## src/hdl/assert_macros.svh

```systemverilog
// Assertion macros used by the deframer top level.
// Included by files that carry concurrent checks; no other dependencies.
`ifndef ASSERT_MACROS_SVH
`define ASSERT_MACROS_SVH

`ifndef SYNTH
// Property must hold at every clock edge outside reset.
`define WSD_ASSERT(lbl, clk, rstn, prop) \
    lbl: assert property (@(posedge clk) disable iff (!rstn) (prop)) \
        else $error("deframer check failed");
// Antecedent implies consequent in the same cycle.
`define WSD_ASSERT_IMP(lbl, clk, rstn, ante, cons) \
    lbl: assert property (@(posedge clk) disable iff (!rstn) (ante) |-> (cons)) \
        else $error("deframer implication failed");
// Antecedent implies consequent in the following cycle.
`define WSD_ASSERT_NXT(lbl, clk, rstn, ante, cons) \
    lbl: assert property (@(posedge clk) disable iff (!rstn) (ante) |=> (cons)) \
        else $error("deframer sequence failed");
`else
`define WSD_ASSERT(lbl, clk, rstn, prop)
`define WSD_ASSERT_IMP(lbl, clk, rstn, ante, cons)
`define WSD_ASSERT_NXT(lbl, clk, rstn, ante, cons)
`endif

`endif

```

## src/hdl/wsd_pkg.sv

```systemverilog
// Shared types and constants for the WebSocket frame deframer.
// No dependencies; imported by every deframer module.
`default_nettype none

package wsd_pkg;

    // Parser phases
    typedef enum logic [2:0] {
        PH_HDR1,
        PH_HDR2,
        PH_EXT,
        PH_KEY,
        PH_DATA,
        PH_HALT
    } phase_t;

    // Result kinds
    localparam logic [1:0] KIND_DATA   = 2'd0;
    localparam logic [1:0] KIND_CLOSE  = 2'd1;
    localparam logic [1:0] KIND_BADLEN = 2'd2;

    // Header codes
    localparam logic [3:0] OPC_CLOSE   = 4'h8;
    localparam logic [6:0] LEN_EXT16   = 7'd126;
    localparam logic [6:0] LEN_EXT64   = 7'd127;
    localparam logic [3:0] EXT16_BYTES = 4'd2;
    localparam logic [3:0] EXT64_BYTES = 4'd8;

    localparam logic [31:0] MAX_PAYLOAD_RST = 32'd4096;

    // One classified byte handed from parser to output stage
    typedef struct packed {
        logic [1:0] kind;
        logic [7:0] raw;
        logic [7:0] key;
        logic [3:0] opcode;
        logic       last;
    } qent_t;

    // Parser status seen by the top level
    typedef struct packed {
        logic push;
        logic halted;
    } front_stat_t;

endpackage

`default_nettype wire

```

## src/hdl/websocket_frame_deframer_top.sv

```systemverilog
// A transferred byte's result is written into the queue, then loaded into the output register (out_valid).
// Throughput: one byte per cycle; in_ready falls only when the queue between the
// parser and the output register fills under sustained out_ready low.
// Header and key bytes make no result, but a close opcode or a bad length does; after either, all bytes are dropped.
// Reset (rst_n, async low) returns to the first header byte, empties the queue and
// sets max_payload to 4096.
`default_nettype none
`include "assert_macros.svh"

module websocket_frame_deframer_top #(
    parameter int QUEUE_DEPTH = 4
) (
    input  wire logic        clk,
    input  wire logic        rst_n,
    input  wire logic        cfg_valid,
    output logic             cfg_ready,
    input  wire logic [31:0] cfg_data,
    input  wire logic        in_valid,
    output logic             in_ready,
    input  wire logic [7:0]  rx_byte,
    output logic             out_valid,
    input  wire logic        out_ready,
    output logic [1:0]       kind,
    output logic [7:0]       data_byte,
    output logic [3:0]       frame_opcode,
    output logic             last_byte
);
    import wsd_pkg::*;

    localparam int LW = $clog2(QUEUE_DEPTH) + 1;

    qent_t        front_ent;
    qent_t        back_ent;
    front_stat_t  stat;
    logic         q_full;
    logic         q_empty;
    logic         q_pop;
    logic [LW-1:0] q_level;
    logic         in_xfer;

    assign cfg_ready = 1'b1;
    assign in_ready  = !q_full;
    assign in_xfer   = in_valid && in_ready;

    wsd_front u_front (
        .clk      (clk),
        .rst_n    (rst_n),
        .cfg_we   (cfg_valid && cfg_ready),
        .cfg_data (cfg_data),
        .accept   (in_xfer),
        .rx_byte  (rx_byte),
        .ent      (front_ent),
        .stat     (stat)
    );

    wsd_fifo #(
        .DEPTH (QUEUE_DEPTH)
    ) u_fifo (
        .clk    (clk),
        .rst_n  (rst_n),
        .push   (stat.push),
        .wr_ent (front_ent),
        .pop    (q_pop),
        .rd_ent (back_ent),
        .full   (q_full),
        .empty  (q_empty),
        .level  (q_level)
    );

    wsd_back u_back (
        .clk          (clk),
        .rst_n        (rst_n),
        .ent          (back_ent),
        .empty        (q_empty),
        .pop          (q_pop),
        .out_valid    (out_valid),
        .out_ready    (out_ready),
        .kind         (kind),
        .data_byte    (data_byte),
        .frame_opcode (frame_opcode),
        .last_byte    (last_byte)
    );

    // Checks
    `WSD_ASSERT(a_level_bound, clk, rst_n, q_level <= QUEUE_DEPTH[LW-1:0])
    `WSD_ASSERT_IMP(a_halt_quiet, clk, rst_n, stat.halted, !stat.push)
    `WSD_ASSERT_NXT(a_status_halts, clk, rst_n, stat.push && front_ent.kind != KIND_DATA, stat.halted)
    `WSD_ASSERT_IMP(a_status_clean, clk, rst_n, out_valid && kind != KIND_DATA, data_byte == 8'd0 && !last_byte)

endmodule

`default_nettype wire

```

## src/hdl/wsd_front.sv

```systemverilog
// Header parser: accepts stream bytes, tracks frame state, classifies each byte.
// Depends on wsd_pkg; feeds wsd_fifo.
`default_nettype none

module wsd_front (
    input  wire logic          clk,
    input  wire logic          rst_n,
    input  wire logic          cfg_we,
    input  wire logic [31:0]   cfg_data,
    input  wire logic          accept,
    input  wire logic [7:0]    rx_byte,
    output wsd_pkg::qent_t     ent,
    output wsd_pkg::front_stat_t stat
);
    import wsd_pkg::*;

    phase_t      phase_reg, phase_next;
    logic [3:0]  opcode_reg, opcode_next;
    logic        masked_reg, masked_next;
    logic [3:0]  ext_reg, ext_next;
    logic [63:0] len_reg, len_next;
    logic [31:0] key_reg, key_next;
    logic [1:0]  idx_reg, idx_next;
    logic [31:0] max_reg;

    logic        push;
    logic        chk;
    logic [63:0] len_chk;
    logic [7:0]  key_sel;
    logic [6:0]  code;
    logic        bad;

    // Configuration register
    always_ff @(posedge clk or negedge rst_n)
    begin
        if (!rst_n)
            max_reg <= MAX_PAYLOAD_RST;
        else if (cfg_we)
            max_reg <= cfg_data;
    end

    // Parser state
    always_ff @(posedge clk or negedge rst_n)
    begin
        if (!rst_n)
        begin
            phase_reg  <= PH_HDR1;
            opcode_reg <= 4'd0;
            masked_reg <= 1'b0;
            ext_reg    <= 4'd0;
            len_reg    <= 64'd0;
            key_reg    <= 32'd0;
            idx_reg    <= 2'd0;
        end
        else
        begin
            phase_reg  <= phase_next;
            opcode_reg <= opcode_next;
            masked_reg <= masked_next;
            ext_reg    <= ext_next;
            len_reg    <= len_next;
            key_reg    <= key_next;
            idx_reg    <= idx_next;
        end
    end

    // Current key byte, first key byte in the top bits
    always_comb
    begin
        unique case (idx_reg)
            2'd0:    key_sel = key_reg[31:24];
            2'd1:    key_sel = key_reg[23:16];
            2'd2:    key_sel = key_reg[15:8];
            default: key_sel = key_reg[7:0];
        endcase
    end

    assign code = rx_byte[6:0];
    // Length check: zero, or at/above the limit (upper word nonzero always exceeds)
    assign bad  = (len_chk == 64'd0) || (len_chk[63:32] != 32'd0) || (len_chk[31:0] >= max_reg);

    // Next state and classification
    always_comb
    begin
        phase_next  = phase_reg;
        opcode_next = opcode_reg;
        masked_next = masked_reg;
        ext_next    = ext_reg;
        len_next    = len_reg;
        key_next    = key_reg;
        idx_next    = idx_reg;
        push        = 1'b0;
        chk         = 1'b0;
        len_chk     = 64'd0;
        ent         = '0;
        ent.opcode  = opcode_reg;

        if (accept)
        begin
            unique case (phase_reg)
                PH_HDR1:
                begin
                    opcode_next = rx_byte[3:0];
                    if (rx_byte[3:0] == OPC_CLOSE)
                    begin
                        phase_next = PH_HALT;
                        push       = 1'b1;
                        ent.kind   = KIND_CLOSE;
                        ent.opcode = OPC_CLOSE;
                    end
                    else
                        phase_next = PH_HDR2;
                end
                PH_HDR2:
                begin
                    masked_next = rx_byte[7];
                    key_next    = 32'd0;
                    if (code == LEN_EXT16 || code == LEN_EXT64)
                    begin
                        ext_next   = (code == LEN_EXT16) ? EXT16_BYTES : EXT64_BYTES;
                        len_next   = 64'd0;
                        phase_next = PH_EXT;
                    end
                    else
                    begin
                        len_chk  = {57'd0, code};
                        len_next = len_chk;
                        chk      = 1'b1;
                    end
                end
                PH_EXT:
                begin
                    // Big-endian accumulate
                    len_chk  = {len_reg[55:0], rx_byte};
                    len_next = len_chk;
                    ext_next = ext_reg - 4'd1;
                    if (ext_next == 4'd0)
                        chk = 1'b1;
                end
                PH_KEY:
                begin
                    key_next = {key_reg[23:0], rx_byte};
                    idx_next = idx_reg + 2'd1;
                    if (idx_reg == 2'd3)
                        phase_next = PH_DATA;
                end
                PH_DATA:
                begin
                    push      = 1'b1;
                    ent.kind  = KIND_DATA;
                    ent.raw   = rx_byte;
                    ent.key   = masked_reg ? key_sel : 8'd0;
                    idx_next  = idx_reg + 2'd1;
                    len_next  = len_reg - 64'd1;
                    ent.last  = (len_next == 64'd0);
                    if (len_next == 64'd0)
                        phase_next = PH_HDR1;
                end
                PH_HALT:
                begin
                    phase_next = PH_HALT;
                end
                default:
                begin
                    phase_next = PH_HALT;
                end
            endcase

            // Length fully known
            if (chk)
            begin
                if (bad)
                begin
                    phase_next = PH_HALT;
                    push       = 1'b1;
                    ent.kind   = KIND_BADLEN;
                end
                else
                begin
                    idx_next   = 2'd0;
                    phase_next = masked_next ? PH_KEY : PH_DATA;
                end
            end
        end
    end

    assign stat.push   = push;
    assign stat.halted = (phase_reg == PH_HALT);

endmodule

`default_nettype wire

```

## src/hdl/wsd_fifo.sv

```systemverilog
// Short queue of classified bytes between parser and output stage.
// Depends on wsd_pkg for the entry type.
`default_nettype none

module wsd_fifo #(
    parameter int DEPTH = 4
) (
    input  wire logic           clk,
    input  wire logic           rst_n,
    input  wire logic           push,
    input  wire wsd_pkg::qent_t wr_ent,
    input  wire logic           pop,
    output wsd_pkg::qent_t      rd_ent,
    output logic                full,
    output logic                empty,
    output logic [$clog2(DEPTH):0] level
);
    import wsd_pkg::*;

    localparam int AW = $clog2(DEPTH);

    qent_t        mem [DEPTH];
    logic [AW:0]  wr_ptr_reg;
    logic [AW:0]  rd_ptr_reg;

    // Entry storage
    always_ff @(posedge clk)
    begin
        if (push && !full)
            mem[wr_ptr_reg[AW-1:0]] <= wr_ent;
    end

    // Pointers carry a wrap bit
    always_ff @(posedge clk or negedge rst_n)
    begin
        if (!rst_n)
        begin
            wr_ptr_reg <= '0;
            rd_ptr_reg <= '0;
        end
        else
        begin
            if (push && !full)
                wr_ptr_reg <= wr_ptr_reg + 1'b1;
            if (pop && !empty)
                rd_ptr_reg <= rd_ptr_reg + 1'b1;
        end
    end

    assign level  = wr_ptr_reg - rd_ptr_reg;
    assign full   = (level == DEPTH[AW:0]);
    assign empty  = (wr_ptr_reg == rd_ptr_reg);
    assign rd_ent = mem[rd_ptr_reg[AW-1:0]];

endmodule

`default_nettype wire

```

## src/hdl/wsd_back.sv

```systemverilog
// Output stage: unmasks queued bytes and holds the result register.
// Depends on wsd_pkg; drains wsd_fifo.
`default_nettype none

module wsd_back (
    input  wire logic           clk,
    input  wire logic           rst_n,
    input  wire wsd_pkg::qent_t ent,
    input  wire logic           empty,
    output logic                pop,
    output logic                out_valid,
    input  wire logic           out_ready,
    output logic [1:0]          kind,
    output logic [7:0]          data_byte,
    output logic [3:0]          frame_opcode,
    output logic                last_byte
);
    import wsd_pkg::*;

    logic       valid_reg;
    logic [1:0] kind_reg;
    logic [7:0] data_reg;
    logic [3:0] opc_reg;
    logic       last_reg;

    // Load when the register is free or being drained this cycle
    assign pop = !empty && (!valid_reg || out_ready);

    always_ff @(posedge clk or negedge rst_n)
    begin
        if (!rst_n)
            valid_reg <= 1'b0;
        else if (pop)
            valid_reg <= 1'b1;
        else if (out_ready)
            valid_reg <= 1'b0;
    end

    // Payload register, unmask on the way in
    always_ff @(posedge clk)
    begin
        if (pop)
        begin
            kind_reg <= ent.kind;
            data_reg <= ent.raw ^ ent.key;
            opc_reg  <= ent.opcode;
            last_reg <= ent.last;
        end
    end

    assign out_valid    = valid_reg;
    assign kind         = kind_reg;
    assign data_byte    = data_reg;
    assign frame_opcode = opc_reg;
    assign last_byte    = last_reg;

endmodule

`default_nettype wire
```

## config.mk

```make
export PLATFORM = sky130hd
export DESIGN_NAME = websocket_frame_deframer_top
export DESIGN_NICKNAME = d
export VERILOG_FILES = /design/src/hdl/wsd_pkg.sv /design/src/hdl/websocket_frame_deframer_top.sv /design/src/hdl/wsd_front.sv /design/src/hdl/wsd_fifo.sv /design/src/hdl/wsd_back.sv
export VERILOG_INCLUDE_DIRS = /design/src /design/src/hdl
export SDC_FILE = /design/constraint.sdc
export NUM_CORES = 1
export LEC_CHECK = 0
export BUFFER_PORTS_ARGS = -buffer_cell sky130_fd_sc_hd__buf_2
export CORE_AREA = 2 2 170 172
export CTS_CLUSTER_DIAMETER = 40
export DETAILED_ROUTE_END_ITERATION = 8
export DIE_AREA = 0 0 172 174
export PLACE_DENSITY = 0.78
export SLEW_MARGIN = 40
export SYNTH_ARGS = -nofsm -noshare
export SYNTH_HDL_FRONTEND = slang
export SYNTH_HIERARCHICAL = 1
export SYNTH_SLANG_ARGS = --single-unit
```

## constraint.sdc

```tcl
create_clock -name clk -period 6.4 [get_ports clk]
set_input_delay 1.6 -clock clk [delete_from_list [all_inputs] [get_ports clk]]
set_output_delay 1.6 -clock clk [all_outputs]
set_load 0.01 [all_outputs]
```

After elaboration in Yosys (flattened, before gate mapping)
Memories as Yosys holds them, arrays and structs flattened.
Cells that the tools add are included.

storage, ports and cells
  bits in registers = 164
  RAM bits = 92
  input bits = 45
  word-level logic and storage cells = 113
  memories = 1

memories
  name        words  width  rd ports  clocked after Yosys merged registers in  wr ports  RTL line        RTL
  u_fifo.mem  4      23     1         0                                        1         wsd_fifo.sv:22  qent_t mem [DEPTH];

operators by class
  add/sub/neg operators = 6
  magnitude comparators = 1
  equal/unequal tests = 17
  muxes and demuxes = 45
  bitwise operators = 1
  reduce and logical (&&, ||, !) cells = 27

operators with widths
  kind                                                    count
  one-hot mux 64 bit (3 select lines)                     1
  logical NOT 64 bit                                      2
  one-hot mux 64 bit (2 select lines)                     1
  two-way mux 64 bit                                      1
  one-hot mux 32 bit (2 select lines)                     1
  subtractor 64 x 1 -> 64 bit (second input constant)     1
  >= comparator 32 bit                                    1
  nonzero test 32 bit                                     1
  one-hot mux 8 bit (3 select lines)                      1
  two-way mux 23 bit                                      1
  two-way mux 3 bit                                       7
  two-way mux 1 bit                                       16
  two-way mux 16 bit                                      1
  two-way mux 4 bit                                       4
  one-hot mux 3 bit (5 select lines)                      1
  == test 7 bit (second input constant)                   2
  two-way mux 2 bit                                       5
  inequality test 3 x 1 -> 1 bit (second input constant)  3
  two-way mux 8 bit                                       1
  one-hot mux 4 bit (2 select lines)                      1
  XOR 8 bit                                               1
  two-way mux 7 bit                                       1
  adder 3 x 1 -> 3 bit (second input constant)            2
  == test 3 x 2 -> 1 bit (second input constant)          2
  other kinds (23)                                        39

Logic depth before layout (Yosys ltp)
Gate-level depths: netlist (run 1).

  depth in word-level cells = 14
  gate-level depth with buffers = 22
  mapped depth without buffers = 21

Cells and area by module
The synthesis (run 1) kept the hierarchy.

by module, submodules not included
  module                        times used  cells an instance  area an instance (µm²)
  wsd_front                     1           1277               10040.9
  wsd_fifo                      1           167                3787.4
  wsd_back                      1           28                 570.5
  websocket_frame_deframer_top  1           4                  21.3

Least setup slack after synthesis (run 1)
No wires, ideal clock.

  path type = register to register
  from = register u_fifo.rd_ptr_reg[1]
  to = memory u_fifo/mem[1][0] (netlist bit), enable pin
  arrival time = 5.399 ns
  path slack = 0.620 ns
  stages on the path, launching flop included = 23
  buffers on the path = 3
  cells stage by stage = dfrtp_1 clkbuf_1 buf_1 inv_1 fa_1 xnor3_2 nor2b_1 nor2b_1 nand2_1 o21ai_0 nand2_1 ha_1 nand2b_1 a21o_1 a211oi_1 or3_1 a311oi_1 nor2_1 o211ai_1 buf_4 inv_1 a31oi_4 and2_1

on the way
  word-level cells in the longest chain between the ends = 14
  elaborated cells on any way between the ends = 16
  those cells by class = add/sub: 1; order compare: 1; eq/ne: 1; mux: 6; reduce/logical: 7

ends and longest elaborated chain
  item                                                          RTL line                            RTL
  start, declared                                               wsd_fifo.sv:24                      logic [AW:0] rd_ptr_reg;
  start signal, assigned                                        wsd_fifo.sv:46                      rd_ptr_reg <= rd_ptr_reg + 1'b1;
  subtractor 3 bit (*)                                          wsd_fifo.sv:50                      assign level = wr_ptr_reg - rd_ptr_reg;
  named net q_level[2]                                          websocket_frame_deframer_top.sv:38  logic [LW-1:0] q_level;
  == test 3 bit (*)                                             wsd_fifo.sv:51                      assign full = (level == DEPTH[AW:0]);
  named net q_full                                              websocket_frame_deframer_top.sv:35  logic q_full;
  logical NOT 1 bit (*)                                         websocket_frame_deframer_top.sv:42  assign in_ready = !q_full;
  logical AND 1 bit (*)                                         websocket_frame_deframer_top.sv:43  assign in_xfer = in_valid && in_ready;
  named net in_xfer                                             websocket_frame_deframer_top.sv:39  logic in_xfer;
  branches (longest 6 deep; another with >= comparator 32 bit)  -
  two-way mux 1 bit (*)                                         wsd_front.sv:98                     if (accept)
  named net u_front.push                                        wsd_front.sv:26                     logic push;
  logical AND 1 bit (*)                                         wsd_fifo.sv:29                      if (push && !full)
  two-way mux 1 bit (*)                                         wsd_fifo.sv:29
  two-way mux 1 bit (not written as such) (*)                   wsd_fifo.sv:30                      mem[wr_ptr_reg[AW-1:0]] <= wr_ent;
  end, declared                                                 wsd_fifo.sv:22

Mark *: on every way through the listed nets, which the timed path passes.

==> results summary, run 1 <==
STA puts the critical path data arrival time at about 6 ns. For this run the aggregate overflow at the end of global routing stands at 0. In this run the critical register-to-register path is launched from u_fifo/wr_ptr_reg[0]. The final worst clock skew came out at roughly 0.017 ns. The summed area of non-filler cells in the final layout came out at around 16000 um^2. The cell area after synthesis is about 14000 um^2. Leaving out fill and tap cells, the most frequent cell in the layout is sky130_fd_sc_hd__o21ai_0. The worst hold path terminates at u_front/key_reg[28].

For this design the top-level I/O count stands at 63. The endpoint identified for the worst register-to-register timing path is u_fifo/mem[0][18]. Setup repair after global routing left no endpoint under its margin. In this run the power density over the cells is approximately 360 nW/um^2. The number of failing setup endpoints in the final timing report is 0.

The number of setup buffers added after CTS is 0. The root buffer cell chosen for the clock tree is sky130_fd_sc_hd__clkbuf_16. In the layout the commonest cells are sky130_fd_sc_hd__o21ai_0, sky130_fd_sc_hd__dfrtp_1, sky130_fd_sc_hd__nor2_1. The first detailed-routing pass took 7 iterations. The number of design rule violations left after detail routing is 0.

For this configuration, the core starts out at a cell density of roughly 51%. The depth of the worst register-to-register path is 22. The via count of the first global-routing pass is roughly 12000. The final period utilization came out at 90.86%.

The average routed wire per standard cell is just under 20 um. The cell count after placement is 1833. The number of CTS-inserted buffers came out at 35.

The first routing iteration left 1253 violations. The number of cells on the worst hold path came out at 2. The placement-stage cell area is around 15000 um^2. The number of max-cap violations came out at 0. In this run the vertical extent of the chip is between 150 and 200 um. The count of final max-slew check failures is 0. The H-tree was split into 2 levels.

The floorplan step defined a die boundary enclosing ~30000 um^2. The total via count in the routed design came out at 11770. The maximum clock path buffer count is 3. For this design the static power due to leakage is between 6 and 7 nW.

The maximum single-stage delay on the critical path came out at about 0.6 ns. The area of the core came out at 28240 um^2. The worst-case IR drop observed on VDD is between 0.0002 and 0.00025 V. For this run, the top clock speed supported by timing is approximately 170 MHz. The synthesized instance count is ~1500. The wire-length estimate of the detail-placed layout is around 25000 um. In the final design database the tool counted between 1500 and 2000 nets. The clock insertion delay at the later pin of the skew report came out at approximately 0.51 ns. The worst slew margin relative to its limit came out at a little over two fifths. The register with the most flip-flops in the layout has 92 of them.

After the flow finishes, the layout carries non-filler instances totaling 1897. Clock-pin slew was measured on the worst setup and hold paths at approximately 0.060 ns. For the pin with the worst max-slew slack, the measured transition is around 0.84 ns. The flow ran to the end, and the final reports show no timing, DRC or antenna violations. The count of buffering cells on the critical path with inverters included came out at 5. The number of antenna violations at the first check in global routing came out at 1. The fraction of final layout cells with drive strength greater than 1 came out at between 10% and 20%. Routability-driven placement finished with a final weighted congestion of about 0.96. The total clock sinks is 256. The post-synthesis area per instance came out at between 9 and 10 um^2. The total nets after synthesis came out at roughly 1600. The critical path in this run is classified as reg2reg. The final worst-path setup slack is between 0.5 and 0.6 ns. From left edge to right edge, the die measures approximately 170 um. The post-cts repair resize count came out at 0.

The count of hold-fix buffers inserted at cts is 0. The share of the core filled with cells in the final layout came out at 57.52%. The worst hold path begins at u_front/key_reg[28]. Walking the worst path, the cells encountered are inv_1 > ha_1 > inv_1 > fa_1 > xnor3_2 > nor2b_1 > nor2b_2 > nand2_1 > o21ai_0 > buf_4 > and2_1 > ha_1 > a21o_1 > a211oi_1 > or3_1 > a311oi_1 > buf_4 > nor2_1 > o211ai_1 > inv_1 > a31oi_4 > and2_2. In this run the tool buffered the top-level ports with 61 buffer cells. The top fanout value on the critical path came out at 23. The initialized floorplan defines 62 standard-cell rows. By instance count, the cell type seen most on the critical path is sky130_fd_sc_hd__inv_1.

The synthesis-to-layout area growth is 12.70%. The worst path needs between 5 and 6 ns of the cycle, external delays included. The worst setup path is launched from a flip-flop.

The min-delay analysis places its worst path in the category reg2reg. STA classifies the critical path endpoint as a flip-flop. The ratio of routed vias to standard cells came out at 6.206. The largest net degree at the start of global routing is slightly above 100. The final wirelength is 37400 um.

The residual antenna-violating net count after detailed routing is 0. The total routing usage reported by global routing came out at 25.55%. The family with the most delay on the worst path is simple AND/OR/NAND/NOR gates. The final-report hold violation count came out at 0. The setup TNS is 0 ns. The worst-case setup slack after placement came out at 0.5768 ns. The TritonCTS clock tree is built. The wire length of the first global-routing pass is approximately 61000 um. The synthesis warning total is 6. The minimum setup slack among reg-to-reg paths came out at approximately 0.6 ns. The required time of the critical path is 6.53 ns. The cell with the biggest individual delay on the critical path is sky130_fd_sc_hd__and2_2.
final cells by class:
class	instances	area, um^2
Clock buffer	37	883.3
Fill cell	2417	12000
Antenna cell	1	2.502
Tap cell	384	480.5
Multi-Input combinational cell	1040	6818
Inverter	71	266.5
Clock inverter	25	329.1
Timing Repair Buffer	83	518.0
Sequential cell	256	6943
worst max path at each step:
stage                         start           endpoint  slack (ns)  cells past startpoint
6_report       u_fifo/wr_ptr_reg[0]  u_fifo/mem[0][18]        0.59                     22
5_1_grt        u_fifo/wr_ptr_reg[0]  u_fifo/mem[0][18]        0.14                     22
4_1_cts        u_fifo/wr_ptr_reg[0]  u_fifo/mem[0][18]        0.64                     22
3_5_place_dp             rx_byte[1]  u_fifo/mem[0][11]        0.58                     17
3_3_place_gp               in_valid  u_fifo/mem[0][12]        0.72                     17
2_1_floorplan  u_fifo/rd_ptr_reg[1]   u_fifo/mem[1][0]        0.62                     22
worst register-to-register path, stage by stage (launching register included):
cell                       delay (ns)
sky130_fd_sc_hd__dfrtp_1         0.41
sky130_fd_sc_hd__inv_1           0.14
sky130_fd_sc_hd__ha_1            0.17
sky130_fd_sc_hd__inv_1           0.06
sky130_fd_sc_hd__fa_1            0.41
sky130_fd_sc_hd__xnor3_2         0.28
sky130_fd_sc_hd__nor2b_1         0.26
sky130_fd_sc_hd__nor2b_2         0.12
sky130_fd_sc_hd__nand2_1         0.32
sky130_fd_sc_hd__o21ai_0         0.28
sky130_fd_sc_hd__buf_4           0.23
sky130_fd_sc_hd__and2_1          0.15
sky130_fd_sc_hd__ha_1            0.27
sky130_fd_sc_hd__a21o_1          0.11
sky130_fd_sc_hd__a211oi_1        0.06
sky130_fd_sc_hd__or3_1           0.35
sky130_fd_sc_hd__a311oi_1        0.25
sky130_fd_sc_hd__buf_4           0.19
sky130_fd_sc_hd__nor2_1          0.09
sky130_fd_sc_hd__o211ai_1        0.34
sky130_fd_sc_hd__inv_1           0.13
sky130_fd_sc_hd__a31oi_4         0.22
sky130_fd_sc_hd__and2_2          0.60
layer usage:
metal | wire, um | global-route usage (%) | part of all wire, % | vias to the layer above
met5 | 0 | 0 | 0 | -
met4 | 1250 | 9.314 | 3.3 | 0
met3 | 2437 | 3.757 | 6.5 | 100
met2 | 17910 | 40.80 | 48 | 507
met1 | 15800 | 35.55 | 42 | 5694
li1 | - | - | - | 5472
per-stage QoR:
| stage | total power, mW | hold slack (ns) |
|---|---|---|
| 3_5_place_dp | 3.768 | 0.4777 |
| 2_1_floorplan | 3.281 | 0.4505 |
| 4_1_cts | 5.804 | 0.4902 |
| 6_report | 5.785 | 0.4841 |
| 5_1_grt | 6.087 | 0.5201 |
| 3_3_place_gp | 3.706 | 0.4717 |
report_power, final:
| group | total (mW) | internal, mW | switching, mW |
|---|---|---|---|
| Clock | 2.02 | 1.29 | 0.723 |
| Sequential | 2.12 | 1.94 | 0.179 |
| Combinational | 1.65 | 0.623 | 1.03 |
| Total | 5.78 | 3.86 | 1.93 |
No activity file was read; power rests on OpenSTA's default activity.
==> run 2, diff against run 1 <==
CAP_MARGIN = 40   (was not set)
CTS_BUF_LIST = sky130_fd_sc_hd__clkbuf_8   (was not set)
==> run 2 against run 1 <==
Net effect: sequential power hardly changed; register-to-register slack better by 0.04 ns; utilization is 1.2 points lower; design area is 2.2% lower; count of clock-buffer cells in the layout is 12 higher; non-clock buffer count stayed put; highest routed layer unchanged; setup slack better by 0.035 ns.
==> results summary, run 2 (synthesis gave the netlist of run 1 again) <==
The clock tree synthesis step divided the H-tree into 2 levels. The required time of the critical path came out at roughly 6.6 ns. The run finished with clean final reports. Signal routing reaches up to met4.

In this run the power density over the cells is about 330 nW/um^2. The final wirelength came out at 37140 um. The wire length of the first global-routing pass came out at 60800 um.

In the layout the commonest cells are sky130_fd_sc_hd__o21ai_0, sky130_fd_sc_hd__dfrtp_1, sky130_fd_sc_hd__nor2_1. In the final design database the tool counted about 1600 nets. The final worst-path setup slack came out at 0.6205 ns.

The total die area is 29930 um^2. In the final timing run, aggregate negative setup slack is 0 ns. The half-perimeter wire length of the detailed placement result is around 25000 um. The finished cells cover ~16000 um^2.

The depth of the worst register-to-register path came out at 22. Summed over all nets, wire length on met2 after detailed routing comes to approximately 18000 um. The data arrival time of the critical path came out at 5.97 ns. The final-report hold violation count is 0. The row count came out at just over 60. The number of max-cap violations came out at 0. The residual antenna-violating net count after detailed routing came out at 0. In this run the deepest clock path goes through 3 buffers. The congestion estimate from routability-driven global placement came to 0.9567. The sum of internal, switching and leakage power came out at slightly above 5 mW. The number of CTS-inserted buffers came out at 45. TritonCTS built the clock tree. The worst setup path is captured at a flip-flop. The total leakage power came out at about 6.8 nW.

The worst hold path belongs to the class reg2reg. The count of final max-slew check failures is 0. The worst slew margin relative to its limit is 46.34%. The floorplan die height is approximately 170 um. The area of the core came out at between 20000 and 30000 um^2. The average routed wire per standard cell is a little under 20 um.

The initial utilization of the core area, before any placement, comes to between 50% and 60%. Setup repair after global routing left no endpoint under its margin. On the final layout, the worst clock skew is between 0.015 and 0.02 ns. CTS saw between 200 and 300 sinks.

For this run the aggregate overflow at the end of global routing stands at 0. By startpoint and endpoint, the worst setup path is classified as reg2reg. At the pin with the least slew margin, the transition time is 0.7976 ns.

The number of antenna violations at the first check in global routing was 1. The worst-case setup slack after placement came out at just under 0.6 ns. The fraction of final layout cells with drive strength greater than 1 came out at approximately 14%.

The ratio of routed vias to standard cells is about 6.1. The maximum achievable frequency came out at around 170 MHz. In this run the clock root is driven by a sky130_fd_sc_hd__clkbuf_8.

For this block, the initial DRC count from the detailed router was between 1000 and 1500. The maximum vdd drop came out at ~0.00016 V. The count of TritonRoute iterations in the first routing pass came out at 5. Global routing used about 25% of the available tracks. The share of the core filled with cells in the final layout came out at 56.27%. Entering global routing, the biggest net connects around 100 pins.

The number of setup buffers added after CTS is 0. The x dimension of the die is about 170 um. During placement, the flow inserted port buffers numbering 61.

The met3 wire length came out at between 2000 and 2500 um. The placement-stage cell area came out at 14980 um^2. The area growth from synthesis to layout is 10.25%. The final critical path time including I/O delays and setup came out at ~5.8 ns. The via count of the first global-routing pass is roughly 12000. The detailed-routing wirelength on met1 is 15600 um. The register clock-pin slew on the reported worst setup and hold paths is approximately 0.06 ns. Leaving out fill and tap cells, the most frequent cell in the layout is sky130_fd_sc_hd__o21ai_0. The worst setup path is launched from a flip-flop. In the routed design, unresolved DRC markers number 0. The post-cts repair resize count is 0. The number of flip-flops under the largest register name is approximately 90. The number of cells on the worst hold path is 2. The top fanout value on the critical path came out at 23. The count of hold-fix buffers inserted at cts is 0. The number of I/O pins is between 60 and 70. The total via count in the routed design came out at between 10000 and 15000. The final period utilization is roughly 90%. Setup violations remaining at the end of the flow were counted as 0. The clock insertion delay at the later pin of the skew report came out at between 0.5 and 0.6 ns.
==> run 2: cell type report <==
class / count / area [um^2]
diodes: 1 / 2.502
clock buffers: 49 / 674.4
clock inverters: 33 / 185.2
fillers: 2460 / 12350
inverters: 71 / 266.5
multi-input cells: 1040 / 6818
flip-flops and latches: 256 / 6943
well taps: 384 / 480.5
repair buffers: 83 / 518.0
==> run 2: final timing paths <==
kind	from	end	slack [ns]
max	u_fifo/wr_ptr_reg[0]	u_fifo/mem[0][6]	0.62
min	u_front/key_reg[28]	u_front/key_reg[28]	0.48
max reg2reg	u_fifo/wr_ptr_reg[0]	u_fifo/mem[0][6]	0.62
min reg2reg	u_front/key_reg[28]	u_front/key_reg[28]	0.48
max in group asynchronous	rst_n	u_front/key_reg[31]	4.20
min in group asynchronous	rst_n	u_front/len_reg[39]	0.88
==> run 2: through the flow <==
| step | hold slack (ns) | instances |
|---|---|---|
| final | 0.4827 | 1917 |
| after global placement | 0.4717 | 1831 |
| after global routing | 0.5177 | 1916 |
| after detailed placement | 0.4777 | 1833 |
| after floorplan | 0.4505 | 1474 |
| after CTS | 0.4903 | 1915 |
==> run 2: per-layer routing <==
| metal | global-route usage [%] | up-vias |
|---|---|---|
| met3 | 3.734 | 87 |
| met1 | 35.24 | 5709 |
| met4 | 8.929 | 0 |
| met2 | 40.70 | 487 |
| li1 | - | 5488 |
| met5 | 0 | - |
==> run 2: worst max-delay path, cell delays in order, from the launching register on <==
cell	delay (ns)
sky130_fd_sc_hd__dfrtp_1	0.40
sky130_fd_sc_hd__inv_1	0.14
sky130_fd_sc_hd__ha_1	0.17
sky130_fd_sc_hd__inv_1	0.06
sky130_fd_sc_hd__fa_1	0.41
sky130_fd_sc_hd__xnor3_2	0.28
sky130_fd_sc_hd__nor2b_1	0.26
sky130_fd_sc_hd__nor2b_2	0.12
sky130_fd_sc_hd__nand2_1	0.31
sky130_fd_sc_hd__o21ai_0	0.28
sky130_fd_sc_hd__buf_4	0.22
sky130_fd_sc_hd__and2_1	0.15
sky130_fd_sc_hd__ha_1	0.27
sky130_fd_sc_hd__a21o_1	0.11
sky130_fd_sc_hd__a211oi_1	0.06
sky130_fd_sc_hd__or3_1	0.35
sky130_fd_sc_hd__a311oi_1	0.25
sky130_fd_sc_hd__buf_4	0.18
sky130_fd_sc_hd__nor2_1	0.08
sky130_fd_sc_hd__o211ai_1	0.34
sky130_fd_sc_hd__inv_1	0.13
sky130_fd_sc_hd__a31oi_4	0.22
sky130_fd_sc_hd__and2_2	0.60
==> run 2: report_power, final <==
part           internal [mW]  switching (mW)
Sequential              1.94           0.179
Combinational          0.623            1.02
Clock                  0.753           0.667
==> run 3, diff against run 2 <==
RECOVER_POWER = 50   (was not set)
==> run 3 against run 2 <==
Net effect: the run now ends with capacitance limit, slew limit left; largest power group unchanged; sequential power about the same; critical path type unchanged; global-route usage unchanged; fmax down 1.2%; power down 0.56%; largest cell class unchanged; sequential share of layout area up 0.23 points.
==> results summary, run 3 (synthesis gave the netlist of run 1 again) <==
The run finished, with violations left. The checks that failed: capacitance limit, slew limit. The count of buffers from port buffering is 61. In this run the worst hold path is classified as reg2reg. For this run, the top clock speed supported by timing is 171.0 MHz.

The number of setup buffers added after CTS came out at 0. The non-filler instance count after layout is about 1900. The DRC marker count from the first detailed-route iteration is between 1000 and 1500. After clock tree synthesis, the clock-pin slew on the worst setup and hold paths is approximately 0.060 ns. The number of max-cap violations came out at 5. The TritonCTS clock tree is built.

The setup TNS came out at 0 ns. The average routed wire per standard cell is between 15 and 20 um. The clock insertion delay at the later pin of the skew report is roughly 0.56 ns. The number of design rule violations left after detail routing came out at 0.

The final worst clock skew is around 0.014 ns. The synthesis-to-layout area growth is 9.682%. Setup repair after global routing left no endpoint under its margin. The final period utilization came out at approximately nine tenths. After global routing the overflow that remains totals 0. The total routing usage reported by global routing is around a quarter.

The worst setup path is captured at a flip-flop. The area of the core came out at 28240 um^2. The worst path meets setup with around 0.55 ns of slack. The number of CTS-inserted buffers is 45. The number of antenna violations at the first check in global routing came out at 1. The x dimension of the die came out at about 170 um. The worst register-to-register path has a depth of 22. The via count of the first global-routing pass is 11530. The data arrival time of the critical path is ~6.0 ns.

The top cell types in the final layout, fill and taps aside, are sky130_fd_sc_hd__o21ai_0, sky130_fd_sc_hd__dfrtp_1, sky130_fd_sc_hd__nor2_1. The post-cts repair resize count is 0. The row count came out at 62. The die covers around 30000 um^2.

The maximum clock path buffer count is 3. The worst-case setup slack after placement came out at between 0.5 and 0.6 ns. The placement-stage cell area is roughly 15000 um^2.

Entering global routing, the biggest net connects approximately 100 pins. From bottom edge to top edge, the die measures between 150 and 200 um. The H-tree was split into 2 levels. The wire length of the first global-routing pass is a little over 60000 um. The clock drives about 260 sinks. The top fanout value on the critical path came out at 23. The number of failing setup endpoints in the final timing report is 0. The number of I/O pins is 63. The worst slew margin relative to its limit is -36.94%. STA classifies the critical path startpoint as a flip-flop. For this design, the CTS-stage hold fixing added 0 buffers. The residual antenna-violating net count after detailed routing is 0.

The required time of the critical path came out at between 6 and 7 ns. The cell count after placement came out at 1833. The placer congestion estimate is 0.9567. The summed area of non-filler cells in the final layout came out at approximately 16000 um^2.

Before antenna repair, the detailed router went through 6 iterations. The register with the most flip-flops in the layout has 92 of them. The library cell used most frequently in the layout, excluding fill and tap cells, is sky130_fd_sc_hd__o21ai_0. Measured on the finished design, the core utilization comes to 55.97%.

The count of final max-slew check failures is 212. The final wirelength came out at 37120 um. The startpoint-to-endpoint class of the critical path is reg2reg. In this run the power density over the cells is approximately 330 nW/um^2. The maximum vdd drop is 0.0001639 V.

The actual transition at the worst max-transition pin came out at about 2 ns. The fraction of final layout cells with drive strength greater than 1 came out at approximately an eighth. The worst hold path passes through 2 cells. The initial cell density of the core is between 50 and 60%. The total via count in the routed design is between 10000 and 15000.

After layout, the minimum clock period comes to around 5.8 ns. The final-report hold violation count is 0. For this run, the post-layout net count is between 1500 and 2000. The total leakage power came out at 6.677 nW. The buffer type at the clock tree root is sky130_fd_sc_hd__clkbuf_8. The ratio of routed vias to standard cells is a little over 6. The half-perimeter wire length of the detailed placement result came out at around 25000 um.
-- run 3: cell types whose count changed in the layout (fill, tap and decap cells not counted), sizes merged --
cell | previous run | this run
buf | 83 | 61
clkbuf | 49 | 71
-- run 3: final timing paths --
path | from | to | slack (ns)
min in group asynchronous | rst_n | u_front/len_reg[39] | 1.47
worst max register to register | u_fifo/wr_ptr_reg[0] | u_fifo/mem[0][6] | 0.55
worst min register to register | u_front/key_reg[28] | u_front/key_reg[28] | 0.48
max in group asynchronous | rst_n | u_front/key_reg[31] | 1.40
worst min-delay path | u_front/key_reg[28] | u_front/key_reg[28] | 0.48
worst max-delay path | u_fifo/wr_ptr_reg[0] | u_fifo/mem[0][6] | 0.55
-- run 3: critical path, cell delays in order, from the launching register on --
cell                       delay [ns]
sky130_fd_sc_hd__dfrtp_1         0.40
sky130_fd_sc_hd__inv_1           0.14
sky130_fd_sc_hd__ha_1            0.17
sky130_fd_sc_hd__inv_1           0.06
sky130_fd_sc_hd__fa_1            0.41
sky130_fd_sc_hd__xnor3_1         0.30
sky130_fd_sc_hd__nor2b_1         0.26
sky130_fd_sc_hd__nor2b_1         0.16
sky130_fd_sc_hd__nand2_1         0.32
sky130_fd_sc_hd__o21ai_0         0.27
sky130_fd_sc_hd__buf_4           0.22
sky130_fd_sc_hd__and2_1          0.15
sky130_fd_sc_hd__ha_1            0.27
sky130_fd_sc_hd__a21o_1          0.11
sky130_fd_sc_hd__a211oi_1        0.06
sky130_fd_sc_hd__or3_1           0.35
sky130_fd_sc_hd__a311oi_1        0.25
sky130_fd_sc_hd__buf_4           0.18
sky130_fd_sc_hd__nor2_1          0.08
sky130_fd_sc_hd__o211ai_1        0.33
sky130_fd_sc_hd__inv_1           0.13
sky130_fd_sc_hd__a31oi_4         0.22
sky130_fd_sc_hd__and2_2          0.61
-- run 3: layout make-up --
class	instances	area, um^2
clock inverters	33	185.2
multi-input cells	1040	6803
repair buffers	83	450.4
clock buffers	49	674.4
inverters	71	266.5
well taps	384	480.5
fillers	2477	12430
flip-flops and latches	256	6943
diodes	1	2.502
-- run 3: where the power goes --
| group | switching [mW] | total [mW] | internal, mW |
|---|---|---|---|
| clock network | 0.664 | 1.42 | 0.753 |
| logic | 1.02 | 1.62 | 0.599 |
| registers | 0.179 | 2.12 | 1.94 |
| total | 1.86 | 5.15 | 3.29 |
-- run 3: metal layers --
layer	routed length, um	GRT usage (%)	vias to the layer above
li1	-	-	5496
met1	15650	35.24	5662
met2	17900	40.70	519
met3	2526	3.734	83
met4	1052	8.929	0
met5	0	0	-
-- run 3: through the flow --
stage               hold WS, ns  total power [mW]
floorplan                0.4505             3.281
global placement         0.4717             3.706
detailed placement       0.4777             3.768
CTS                      0.4903             5.206
global route             0.5177             5.467
finish                   0.4830             5.154
